$ cat src/esc_dec_pkg.sv
// Shared types and character constants for the escape sequence decoder.
`default_nettype none

package esc_dec_pkg;

    typedef enum logic [1:0] {
        MODE_NORMAL = 2'd0,
        MODE_ESC    = 2'd1,
        MODE_OCT    = 2'd2,
        MODE_HEX    = 2'd3
    } mode_t;

    typedef struct packed {
        mode_t       mode;
        logic [7:0]  value;
        logic [1:0]  count;
    } dec_state_t;

    typedef struct packed {
        logic [7:0]  out_byte;
        logic        end_of_text;
        logic        last_of_run;
    } result_t;

    typedef struct packed {
        logic [1:0]  n_results;
        result_t     res0;
        result_t     res1;
        dec_state_t  state;
    } dec_out_t;

    localparam logic [7:0] CH_NUL       = 8'h00;
    localparam logic [7:0] CH_BACKSLASH = 8'h5C;
    localparam logic [7:0] CH_LF        = 8'h0A;
    localparam logic [7:0] CH_ZERO      = 8'h30;
    localparam logic [7:0] CH_SEVEN     = 8'h37;
    localparam logic [7:0] CH_NINE      = 8'h39;
    localparam logic [7:0] CH_UA        = 8'h41;
    localparam logic [7:0] CH_UF        = 8'h46;
    localparam logic [7:0] CH_LA        = 8'h61;
    localparam logic [7:0] CH_LB        = 8'h62;
    localparam logic [7:0] CH_LF_LETTER = 8'h66;
    localparam logic [7:0] CH_LN        = 8'h6E;
    localparam logic [7:0] CH_LR        = 8'h72;
    localparam logic [7:0] CH_LT        = 8'h74;
    localparam logic [7:0] CH_LV        = 8'h76;
    localparam logic [7:0] CH_LX        = 8'h78;

    localparam logic [1:0] OCT_DIGITS = 2'd3;
    localparam logic [1:0] HEX_DIGITS = 2'd2;

endpackage

`default_nettype wire

$ cat src/escape_sequence_decoder.sv
// Top level of the C string escape decoder: state registers and result buffer.
`default_nettype none

// Decodes C backslash escapes from a byte stream, one byte per transfer. A byte
// is taken every cycle while results drain; each accepted byte gives zero, one or
// two results, the first appearing on the m_ side the cycle after acceptance.
// A byte that gives two results (a flushed numeric value followed by the byte
// itself, or a trailing backslash followed by the terminator) stalls input
// until the second result leaves the two-entry result buffer (one per cycle).
// A zero byte ends the text, emits a terminator marked on m_tuser and resets.
module escape_sequence_decoder (
    input  wire  logic       aclk,
    input  wire  logic       aresetn,
    input  wire  logic       s_tvalid,
    output       logic       s_tready,
    input  wire  logic [7:0] s_tdata,   // [7:0] in_byte
    output       logic       m_tvalid,
    input  wire  logic       m_tready,
    output       logic [7:0] m_tdata,   // [7:0] out_byte
    output       logic       m_tuser,   // [0] end_of_text
    output       logic       m_tlast    // last_of_run
);

    esc_dec_pkg::dec_state_t state_reg;
    esc_dec_pkg::dec_state_t state_next;
    esc_dec_pkg::dec_out_t   dec;
    esc_dec_pkg::result_t    slot0_reg;
    esc_dec_pkg::result_t    slot0_next;
    esc_dec_pkg::result_t    slot1_reg;
    esc_dec_pkg::result_t    slot1_next;
    logic [1:0]              count_reg;
    logic [1:0]              count_next;
    logic                    s_xfer;
    logic                    m_xfer;

    esc_dec_core u_core (
        .in_byte (s_tdata),
        .state   (state_reg),
        .dec     (dec)
    );

    assign m_xfer   = m_tvalid && m_tready;
    assign s_tready = (count_reg == 2'd0) || ((count_reg == 2'd1) && m_tready);
    assign s_xfer   = s_tvalid && s_tready;

    assign m_tvalid = (count_reg != 2'd0);
    assign m_tdata  = slot0_reg.out_byte;
    assign m_tuser  = slot0_reg.end_of_text;
    assign m_tlast  = slot0_reg.last_of_run;

    always_comb begin
        state_next = state_reg;
        slot0_next = slot0_reg;
        slot1_next = slot1_reg;
        count_next = count_reg;
        if (m_xfer) begin
            slot0_next = slot1_reg;
            count_next = count_reg - 2'd1;
        end
        if (s_xfer) begin
            state_next = dec.state;
            slot0_next = dec.res0;
            slot1_next = dec.res1;
            count_next = dec.n_results;
        end
    end

    always_ff @(posedge aclk) begin
        if (!aresetn) begin
            state_reg <= '0;
            count_reg <= 2'd0;
        end else begin
            state_reg <= state_next;
            count_reg <= count_next;
        end
        slot0_reg <= slot0_next;
        slot1_reg <= slot1_next;
    end

    a_count_range: assert property (@(posedge aclk) disable iff (!aresetn)
        count_reg != 2'd3)
        else $error("result buffer overfilled");

    a_result_follows: assert property (@(posedge aclk) disable iff (!aresetn)
        (s_xfer && (dec.n_results != 2'd0)) |=> m_tvalid)
        else $error("accepted byte produced no result");

    a_first_not_last: assert property (@(posedge aclk) disable iff (!aresetn)
        (count_reg == 2'd2) |-> !slot0_reg.last_of_run)
        else $error("first of two results marked last");

    a_normal_clean: assert property (@(posedge aclk) disable iff (!aresetn)
        (state_reg.mode == esc_dec_pkg::MODE_NORMAL) |->
            ((state_reg.value == 8'd0) && (state_reg.count == 2'd0)))
        else $error("stale escape value in normal mode");

    a_eot_resets: assert property (@(posedge aclk) disable iff (!aresetn)
        (s_xfer && (dec.n_results != 2'd0) &&
         (((dec.n_results == 2'd1) && dec.res0.end_of_text) || dec.res1.end_of_text))
        |=> (state_reg.mode == esc_dec_pkg::MODE_NORMAL))
        else $error("terminator did not reset decoder");

endmodule

`default_nettype wire

$ cat src/esc_dec_core.sv
// Combinational decode of one text byte against the current escape state.
`default_nettype none

module esc_dec_core (
    input  wire  logic [7:0]                in_byte,
    input  wire  esc_dec_pkg::dec_state_t   state,
    output       esc_dec_pkg::dec_out_t     dec
);

    logic       is_oct;
    logic       is_dec;
    logic       is_uhex;
    logic       is_lhex;
    logic [3:0] hex_val;
    logic [7:0] oct_acc;
    logic [7:0] hex_acc;
    logic [1:0] cnt_inc;
    logic [7:0] esc_char;

    always_comb begin
        is_oct  = (in_byte >= esc_dec_pkg::CH_ZERO) && (in_byte <= esc_dec_pkg::CH_SEVEN);
        is_dec  = (in_byte >= esc_dec_pkg::CH_ZERO) && (in_byte <= esc_dec_pkg::CH_NINE);
        is_uhex = (in_byte >= esc_dec_pkg::CH_UA) && (in_byte <= esc_dec_pkg::CH_UF);
        is_lhex = (in_byte >= esc_dec_pkg::CH_LA) && (in_byte <= esc_dec_pkg::CH_LF_LETTER);
        priority if (is_dec) begin
            hex_val = in_byte[3:0];
        end else if (is_uhex || is_lhex) begin
            hex_val = 4'(in_byte[2:0] + 3'd1) + 4'd8;
        end else begin
            hex_val = 4'd0;
        end
        oct_acc = {state.value[4:0], in_byte[2:0]};
        hex_acc = {state.value[3:0], hex_val};
        cnt_inc = state.count + 2'd1;

        unique case (in_byte)
            esc_dec_pkg::CH_LA:        esc_char = 8'd7;
            esc_dec_pkg::CH_LB:        esc_char = 8'd8;
            esc_dec_pkg::CH_LF_LETTER: esc_char = 8'd12;
            esc_dec_pkg::CH_LN:        esc_char = 8'd10;
            esc_dec_pkg::CH_LR:        esc_char = 8'd13;
            esc_dec_pkg::CH_LT:        esc_char = 8'd9;
            esc_dec_pkg::CH_LV:        esc_char = 8'd11;
            esc_dec_pkg::CH_LF:        esc_char = 8'd10;
            default:                   esc_char = in_byte;
        endcase
    end

    always_comb begin
        dec           = '0;
        dec.state     = state;

        unique case (state.mode)
            esc_dec_pkg::MODE_NORMAL: begin
                if (in_byte == esc_dec_pkg::CH_NUL) begin
                    dec.n_results = 2'd1;
                    dec.res0      = '{out_byte: 8'd0, end_of_text: 1'b1, last_of_run: 1'b1};
                    dec.state     = '0;
                end else if (in_byte == esc_dec_pkg::CH_BACKSLASH) begin
                    dec.state.mode = esc_dec_pkg::MODE_ESC;
                end else begin
                    dec.n_results = 2'd1;
                    dec.res0      = '{out_byte: in_byte, end_of_text: 1'b0, last_of_run: 1'b1};
                end
            end
            esc_dec_pkg::MODE_ESC: begin
                dec.state.mode = esc_dec_pkg::MODE_NORMAL;
                if (in_byte == esc_dec_pkg::CH_NUL) begin
                    dec.n_results = 2'd2;
                    dec.res0 = '{out_byte: esc_dec_pkg::CH_BACKSLASH, end_of_text: 1'b0,
                                 last_of_run: 1'b0};
                    dec.res1 = '{out_byte: 8'd0, end_of_text: 1'b1, last_of_run: 1'b1};
                    dec.state = '0;
                end else if (in_byte == esc_dec_pkg::CH_LX) begin
                    dec.state = '{mode: esc_dec_pkg::MODE_HEX, value: 8'd0, count: 2'd0};
                end else if (is_oct) begin
                    dec.state = '{mode: esc_dec_pkg::MODE_OCT, value: {5'd0, in_byte[2:0]},
                                  count: 2'd1};
                end else begin
                    dec.n_results = 2'd1;
                    dec.res0 = '{out_byte: esc_char, end_of_text: 1'b0, last_of_run: 1'b1};
                end
            end
            esc_dec_pkg::MODE_OCT, esc_dec_pkg::MODE_HEX: begin
                if ((state.mode == esc_dec_pkg::MODE_OCT) ? is_oct
                                                          : (is_dec || is_uhex || is_lhex)) begin
                    dec.state.value = (state.mode == esc_dec_pkg::MODE_OCT) ? oct_acc : hex_acc;
                    dec.state.count = cnt_inc;
                    if (cnt_inc >= ((state.mode == esc_dec_pkg::MODE_OCT) ?
                                    esc_dec_pkg::OCT_DIGITS : esc_dec_pkg::HEX_DIGITS)) begin
                        dec.n_results = 2'd1;
                        dec.res0 = '{out_byte: dec.state.value, end_of_text: 1'b0,
                                     last_of_run: 1'b1};
                        dec.state = '0;
                    end
                end else begin
                    // flush the pending value, then treat the byte as plain text
                    dec.res0  = '{out_byte: state.value, end_of_text: 1'b0, last_of_run: 1'b1};
                    dec.state = '0;
                    if (in_byte == esc_dec_pkg::CH_NUL) begin
                        dec.n_results        = 2'd2;
                        dec.res0.last_of_run = 1'b0;
                        dec.res1 = '{out_byte: 8'd0, end_of_text: 1'b1, last_of_run: 1'b1};
                    end else if (in_byte == esc_dec_pkg::CH_BACKSLASH) begin
                        dec.n_results  = 2'd1;
                        dec.state.mode = esc_dec_pkg::MODE_ESC;
                    end else begin
                        dec.n_results        = 2'd2;
                        dec.res0.last_of_run = 1'b0;
                        dec.res1 = '{out_byte: in_byte, end_of_text: 1'b0, last_of_run: 1'b1};
                    end
                end
            end
            default: begin
                dec.state = '0;
            end
        endcase
    end

endmodule

`default_nettype wire
$ cat config.mk
export PLATFORM = sky130hd
export DESIGN_NAME = escape_sequence_decoder
export DESIGN_NICKNAME = d
export VERILOG_FILES = /design/src/esc_dec_pkg.sv /design/src/escape_sequence_decoder.sv /design/src/esc_dec_core.sv
export SDC_FILE = /design/constraint.sdc
export NUM_CORES = 1
export LEC_CHECK = 0
export ABC_CLOCK_PERIOD_IN_PS = 3870
export BUFFER_PORTS_ARGS = -buffer_cell sky130_fd_sc_hd__buf_4
export CORE_ASPECT_RATIO = 0.7
export CORE_MARGIN = 3
export CORE_UTILIZATION = 54
export CTS_BUF_LIST = sky130_fd_sc_hd__clkbuf_8
export DETAILED_ROUTE_END_ITERATION = 10
export GPL_ROUTABILITY_DRIVEN = 0
export GPL_TIMING_DRIVEN = 0
export PLACE_DENSITY = 0.86
export SYNTH_ARGS = -nofsm -noshare
export SYNTH_HDL_FRONTEND = slang
export SYNTH_SLANG_ARGS = --single-unit
$ cat constraint.sdc
create_clock -name aclk -period 3.87 [get_ports aclk]
set_input_delay 0.5805 -clock aclk [delete_from_list [all_inputs] [get_ports aclk]]
set_output_delay 0.5805 -clock aclk [all_outputs]
set_load 0.05 [all_outputs]
Word-level counts from Yosys, hierarchy flattened
Index checks and enable logic that the tools add are counted.
{"block": "totals", "memories": 0, "romBits": 0, "wordCells": 96, "in_bits": 12, "regBits": 34, "latchBits": 0, "ram_bits": 0}
{"block": "classes", "bitwise": 0, "reduce_logical": 20, "shifts": 0, "order_cmp": 8, "n_eq_ne": 18, "mul": 0, "muxes": 36, "n_addsub": 4, "div": 0}
{"cell": "$mux 12", "n": 8}
{"cell": "$eq 8x7->1 const B", "n": 9}
{"cell": "$pmux 12 s3", "n": 2}
{"cell": "$mux 11", "n": 6}
{"cell": "$pmux 8 s7", "n": 1}
{"cell": "$mux 10", "n": 4}
{"cell": "$pmux 10 s2", "n": 1}
{"cell": "$ge 8x7->1 const B", "n": 2}
{"cell": "$le 8x6->1 const B", "n": 2}
{"cell": "$le 8x7->1 const B", "n": 2}
{"cell": "$mux 2", "n": 8}
{"cell": "$eq 8x4->1 const B", "n": 1}
{"cell": "$ge 8x6->1 const B", "n": 1}
{"cell": "$logic_not 8->1", "n": 1}
{"cell": "$mux 4", "n": 2}
{"cell": "$mux 8", "n": 1}
{"cell": "$logic_and 1x1->1", "n": 7}
{"cell": "$reduce_and 3->1", "n": 2}
{"cell": "$add 3x1->4 const B", "n": 1}
{"cell": "$add 4x4->4 const B", "n": 1}
{"cell": "$eq 2x1->1 const B", "n": 2}
{"cell": "$eq 2x2->1 const B", "n": 2}
{"cell": "$logic_not 2->1", "n": 2}
{"cell": "$logic_or 1x1->1", "n": 4}
{"cell": "10 further kinds", "n": 14}

Longest topological paths before layout
Gate-level depths: netlist of run 1.
{"block": "depth", "depth_word": 10, "ltp_mapped": 11, "depth_no_buf": 9}

Modules after synthesis
A second synthesis of run 1 with hierarchy kept.
{"block": "unflattened", "hier_cells": 300, "area_unflattened_um2": 2696.3}
{"module": "escape_sequence_decoder", "cells_per_inst": 105, "area_each_um2": 1373.8, "n_inst": 1}
{"module": "esc_dec_core", "cells_per_inst": 195, "area_each_um2": 1322.5, "n_inst": 1}

Worst setup path before layout of run 1
OpenSTA, ideal clock, no wires.
{"block": "synth_path", "path_type": "input port to flip-flop", "startpoint": "input s_tdata[0]", "endpoint": "register count_reg[0]", "path_stages": 10, "arrival_ns": 2.718, "setup_slack_ns": 1.032, "required_time_ns": 3.750, "n_path_buf": 2, "cell_sequence": "clkbuf_1 inv_1 ha_1 nor2b_1 nor3_1 or3_1 buf_6 a21boi_2 o41a_1 o31a_1"}
{"block": "synth_between", "elab_chain_len": 8, "word_cells_on_any_way": 27, "classes_between": "7 x order compare; 2 x eq/ne; 11 x mux; 7 x reduce/logical"}
{"element": "from (decl)", "line_no": "escape_sequence_decoder.sv:16", "text": "input wire logic [7:0] s_tdata,"}
{"element": "$ge 8x6->1 (tied with other cells)", "line_no": "esc_dec_core.sv:21, esc_dec_core.sv:22"}
{"element": "$logic_and 1x1->1 (on tied branches)", "line_no": "esc_dec_core.sv:22, esc_dec_core.sv:23"}
{"element": "$logic_or 1x1->1 (2 in a row)", "line_no": "esc_dec_core.sv:86", "text": ": (is_dec || is_uhex || is_lhex)) begin"}
{"element": "$mux 1", "line_no": "esc_dec_core.sv:85", "text": "if ((state.mode == esc_dec_pkg::MODE_OCT) ? is_oct"}
{"element": "$mux 12", "line_no": "esc_dec_core.sv:85"}
{"element": "$pmux 12 s3 *", "line_no": "esc_dec_core.sv:53", "text": "unique case (state.mode)"}
{"element": "$mux 2 *", "line_no": "escape_sequence_decoder.sv:60", "text": "if (s_xfer) begin"}
{"element": "to (signal assigned)", "line_no": "escape_sequence_decoder.sv:74", "text": "count_reg <= count_next;"}
{"element": "to (decl)", "line_no": "escape_sequence_decoder.sv:31", "text": "logic [1:0] count_reg;"}
Every way passes the cells marked *; elsewhere a longest branch is shown, timed or not.
A chain may end at the register's enable or synchronous reset.

==> results of run 1 <==
-- worst paths after layout --
kind / from / endpoint / slack [ns]
min: count_reg[1]$_SDFFE_PN0P_ / count_reg[1]$_SDFFE_PN0P_ / 0.48
max: s_tdata[0] / m_tdata[4]$_DFFE_PP_ / 0.55
min reg2reg: count_reg[1]$_SDFFE_PN0P_ / count_reg[1]$_SDFFE_PN0P_ / 0.48
max reg2reg: state_reg[10]$_SDFFE_PN0P_ / m_tdata[4]$_DFFE_PP_ / 0.91
-- layer usage --
metal	share of wire, %	wire, µm	track usage (%)
met1	40	2710	35.8
met2	43	2930	41.5
met3	14	948	8.56
met4	3.4	229	13.5
met5	0	0	0
-- layout make-up --
class / instances / area, µm²
multi-input combinational: 217 / 1380
clock buffer: 5 / 68.8
inverter: 13 / 48.8
fill: 317 / 1340
sequential: 34 / 881
tap: 52 / 65.1
clock inverter: 3 / 68.8
buffer: 17 / 82.6
timing repair buffer: 21 / 158
-- power by group --
part           switching [µW]  internal (µW)
logic                     259            105
clock network             142            258
registers                14.6            445
total                     415            808
-- stage by stage --
| stage | utilization [%] | setup WS (ns) | power [µW] | hold WS (ns) |
|---|---|---|---|---|
| 2_1_floorplan | - | 1.03 | 716 | 0.436 |
| 3_3_place_gp | 63.9 | 0.451 | 814 | 0.451 |
| 3_5_place_dp | 63.9 | 0.396 | 826 | 0.460 |
| 4_1_cts | 67.3 | 0.696 | 1220 | 0.470 |
| 5_1_grt | 67.3 | 0.386 | 1270 | 0.498 |
| 6_report | 67.3 | 0.551 | 1220 | 0.478 |
-- cells in the final DEF, fill, tap and decap left out, types with 8 or more instances in the layout --
master	netlist	layout
nand2_1	30	30
nor2_1	23	23
buf_4	1	22
edfxtp_1	20	20
a21oi_1	16	16
o21ai_0	16	16
clkbuf_1	14	14
dfxtp_1	14	14
inv_1	12	12
nor2b_1	10	10
a221oi_1	9	9
ha_1	9	9
and2_1	8	8
-- cell families after synthesis --
logic type      after synthesis  share of synthesized area (%)
xor+xnor                      1                          0.366
flops                        34                           36.8
simple gates                114                           24.5
mux                           2                          0.890
fa+ha+maj                     9                           4.71
buf+inv                      30                           5.49
compound gates               91                           27.2
-- critical path: stages --
cell	delay (ns)
buf_4	0.09
clkbuf_1	0.37
inv_1	0.16
ha_1	0.24
a211o_1	0.32
o311ai_1	0.46
nand2_1	0.33
a221oi_1	0.62
a21oi_1	0.16
==> results.toml, run 1 <==
[synth]
mappedNetlistArea_mm2 = 0.00239
synth_top_area_share_pct = 25.1
synth.distinct_cells = 58
synthCells = 281
synth.most_common_cell = "nand2_1"
synthFlopType = "edfxtp_1"
async_flop_share_pct = 0
synth_top_area_cell = "edfxtp_1"
synth_fp_nets = 302
synth_commonest_cells = "30 x nand2_1, 23 x nor2_1, 20 x edfxtp_1"
synthTopCellsByArea = "edfxtp_1 25%, dfxtp_1 12%, ha_1 4.7%"
syn_area_per_cell_um2 = 8.51
ys_warn_count = 0
synth-edff-count = 20
ys_ff_latch = 34
ys_seq_area_share_pct = 36.8

[detailed_routing]
ant_nets = 0
totalWireLength_um = 6820
avgViaCountPerCell = 6.73
vias = 2437
route.detailed.wl_per_inst_um = 18.8
drt-pass1-iter-count = 5
route.detailed.drc = 0
drt-initial-drc-count = 382

[layout]
antenna_cells = 0
stdcell_count = 362
final_area_mm2 = 0.00275
largest_register_ffs = 12
drive_gt1_share_pct = 13.2
syn_to_final_growth_pct = 15.1
final_nets = 330

[cts]
clk_latency_ns = 0.30
cts_root_buffer = "clkbuf_8"
clk_pin_slew_worst_paths_ns = 0.08
ctsResizeCount = 0
postCtsSetupBuffers = 0
h-tree-depth = 2
cts_tree = "done"
cts_max_path_buffers = 2
numCtsBuffers = 5
holdBufCountCts = 0
clock-sinks = 34

[floorplan]
core_area_mm2 = 0.00409
num_rows = 19
die_area_mm2 = 0.00528
ios = 24
start_util_pct = 58.5
chipWidth_um = 85.5
dieHeight_um = 61.7

[place]
io_buffers = 21
hpwl_um = 4950
dpl.cell_count = 354
placedInstanceArea_mm2 = 0.00261

[timing]
layout_min_cycle_time_ns = 3.32
worst_slew_pin_slew_ns = 0.925
max_freq_mhz = 301
finalSetupTns_ns = 0
drv_slew = 0
hold_viol_final = 0
skew_ns = 0.00811
slew_headroom_pct = 38.3
finalCritPeriodShare_pct = 85.8
setup_violations = 0
rsz0062_at_grt = "no"

[grt]
grt_max_degree = 20
grt_pass1_vias = 2193
grt_first_pass_wirelength_um = 10700
grt_usage_pct = 27.3
overflow = 0
antenna_found_initial = 0

[power]
p_per_area_mw_per_mm2 = 445
peakVddDrop_mv = 0.298
p_leak_uw = 0.00102

[critical_path]
crit_path_end_kind = "flop"
start_kind = "primary input"
path_class = "in -> reg"
required_ns = 3.89
reg2reg_depth = 9
worstPathMaxFanout = 10
cp.arrival_ns = 3.34

[status]
outcome = "complete, no violations"

[worst_hold_path]
whs_path_depth = 2
hp-class = "reg -> reg"

[run]
drv_cap = 0
No activity file was read; power rests on OpenSTA's default activity.
==> run 2: changes to the inputs <==
--- a/config.mk
+++ b/config.mk
@@ -9,12 +9,13 @@
 export BUFFER_PORTS_ARGS = -buffer_cell sky130_fd_sc_hd__buf_4
 export CORE_ASPECT_RATIO = 0.7
 export CORE_MARGIN = 3
-export CORE_UTILIZATION = 54
+export CORE_UTILIZATION = 55
 export CTS_BUF_LIST = sky130_fd_sc_hd__clkbuf_8
 export DETAILED_ROUTE_END_ITERATION = 10
 export GPL_ROUTABILITY_DRIVEN = 0
 export GPL_TIMING_DRIVEN = 0
-export PLACE_DENSITY = 0.86
+export PLACE_DENSITY = 0.87
+export RECOVER_POWER = 100
 export SYNTH_ARGS = -nofsm -noshare
 export SYNTH_HDL_FRONTEND = slang
 export SYNTH_SLANG_ARGS = --single-unit
==> run 2 against run 1 <==
Cell area shrank 4.0%. Critical path depth increased by 2. Hold slack improved by 0.013 ns. Critical endpoint is now count_reg[0]$_SDFFE_PN0P_. Maximum frequency down 3.8%. Final cell count unchanged. Sequential share of layout area up 1.3 points.
==> results.toml, run 2 (synthesized netlist as in run 1, its figures left out) <==
[status]
outcome = "complete, no violations"

[critical_path]
crit_path_cell_trace = "clkbuf_1 > clkbuf_1 > inv_1 > ha_1 > nor2b_1 > nor3_1 > or3_1 > buf_6 > a21boi_0 > o41a_1 > o31a_1"
path_class = "in -> reg"
cp.arrival_ns = 3.63
start_kind = "primary input"
crit_path_end_kind = "flop"
crit_top_cell = "clkbuf_1"
cpMaxStageDelayCell = "o41a_1"
worst-path-buf-inv = 4
required_ns = 4.05
cpPeakStageDelay_ns = 0.53
worstPathMaxFanout = 10
crit_family = "compound AO/OA/AOI/OAI gates"

[cts]
postCtsSetupBuffers = 0
clk_latency_ns = 0.29
numCtsBuffers = 5
h-tree-depth = 2
cts_tree = "done"
clk_pin_slew_worst_paths_ns = 0.07
cts_max_path_buffers = 2
holdBufCountCts = 0
clock-sinks = 34
ctsResizeCount = 0
cts_root_buffer = "clkbuf_8"

[layout]
multi_input_area_mm2 = 0.00137
final_common_cell = "nand2_1"
final_area_mm2 = 0.00264
syn_to_final_growth_pct = 10.5
final_nets = 330
final_util_pct = 65.4
final_cell_mix = "30 x nand2_1, 27 x clkbuf_1, 23 x nor2_1"
regArea_um2 = 881
largest_register_ffs = 12
fill_cells = 342
drive_gt1_share_pct = 7.74
antenna_cells = 0

[run]
drv_cap = 0

[power]
p_leak_uw = 0.000938
p_per_area_mw_per_mm2 = 395
peakVddDrop_mv = 0.303

[floorplan]
dieHeight_um = 61.2
core_area_mm2 = 0.00404
chipWidth_um = 84.8
ios = 24
die_area_mm2 = 0.00519
num_rows = 19
start_util_pct = 59.2

[detailed_routing]
vias = 2346
route.detailed.wl_per_inst_um = 17.9
ant_nets = 0
avgViaCountPerCell = 6.48
drt-initial-drc-count = 363
totalWireLength_um = 6470
drt-pass1-iter-count = 5
route.detailed.drc = 0

[timing]
hold_viol_final = 0
worst_hold_slack_ns = 0.491
max_freq_mhz = 290
finalCritPeriodShare_pct = 89.1
finalSetupTns_ns = 0
drv_slew = 0
skew_ns = 0.00422
rsz0062_at_grt = "no"
worst_slew_pin_slew_ns = 0.890
slew_headroom_pct = 40.7
layout_min_cycle_time_ns = 3.45
setup_violations = 0

[grt]
grt_pass1_vias = 2127
overflow = 0
gr-usage-met2_pct = 39.6
antenna_found_initial = 0
grt_usage_pct = 26.0
grt_util_met1_pct = 37.6
grt_max_degree = 20
busiest_layer = "met2"
grt_first_pass_wirelength_um = 10500
grt_use_met3_pct = 6.82

[place]
hpwl_um = 4770
placedInstanceArea_mm2 = 0.00261
io_buffers = 21

[worst_hold_path]
hp-class = "reg -> reg"
-- run 2: cell count changes in the layout (fill, tap and decap cells not counted), moves of 2 or more --
cell,change
and2_1,-5
clkbuf_1,+13
and2_0,+5
a21boi_1,-3
a21boi_0,+4
bufinv_16,-2
buf_4,-13
-- run 2: final timing paths --
kind,from,end,slack [ns],cells after the start
setup / recovery,s_tdata[0],count_reg[0]$_SDFFE_PN0P_,0.42,11
hold / removal,count_reg[1]$_SDFFE_PN0P_,count_reg[1]$_SDFFE_PN0P_,0.49,2
setup reg to reg,state_reg[10]$_SDFFE_PN0P_,m_tdata[3]$_DFFE_PP_,0.63,9
hold reg to reg,count_reg[1]$_SDFFE_PN0P_,count_reg[1]$_SDFFE_PN0P_,0.49,2
-- run 2: worst reg2reg max path: stages (launching register included) --
cell      delay [ns]
dfxtp_1         0.37
nand2b_1        0.28
clkinv_1        0.33
ha_1            0.39
inv_1           0.03
a21boi_0        0.36
o211a_1         0.27
a21boi_0        0.55
a221oi_1        0.26
a21oi_1         0.24
-- run 2: per-layer routing --
metal	wire, µm	vias to the layer above
li1	-	1105
met1	2750	1082
met2	2810	144
met3	821	15
met4	93	0
met5	0	-
-- run 2: per-stage QoR --
stage | power [µW] | cells | setup slack (ns)
after global routing | 1090 | 362 | 0.205
after global placement | 815 | 354 | 0.435
after CTS | 1080 | 362 | 0.720
after detailed placement | 824 | 354 | 0.425
after floorplan | 716 | 281 | 1.03
final | 1040 | 362 | 0.421
-- run 2: report_power, final --
part	leakage [µW]	switching (µW)	internal, µW
sequential	0.000310	12.4	445
combinational	0.000586	257	74.1
clock	0.0000416	132	123
-- run 2: final cells by class --
class                      instances  area share, %
multi-input combinational        217           51.9
buffer                            17           3.13
clock buffer                       5           2.61
inverter                          13           1.85
timing repair buffer              21           4.12
clock inverter                     3          0.616
sequential                        34           33.3
tap                               52           2.46
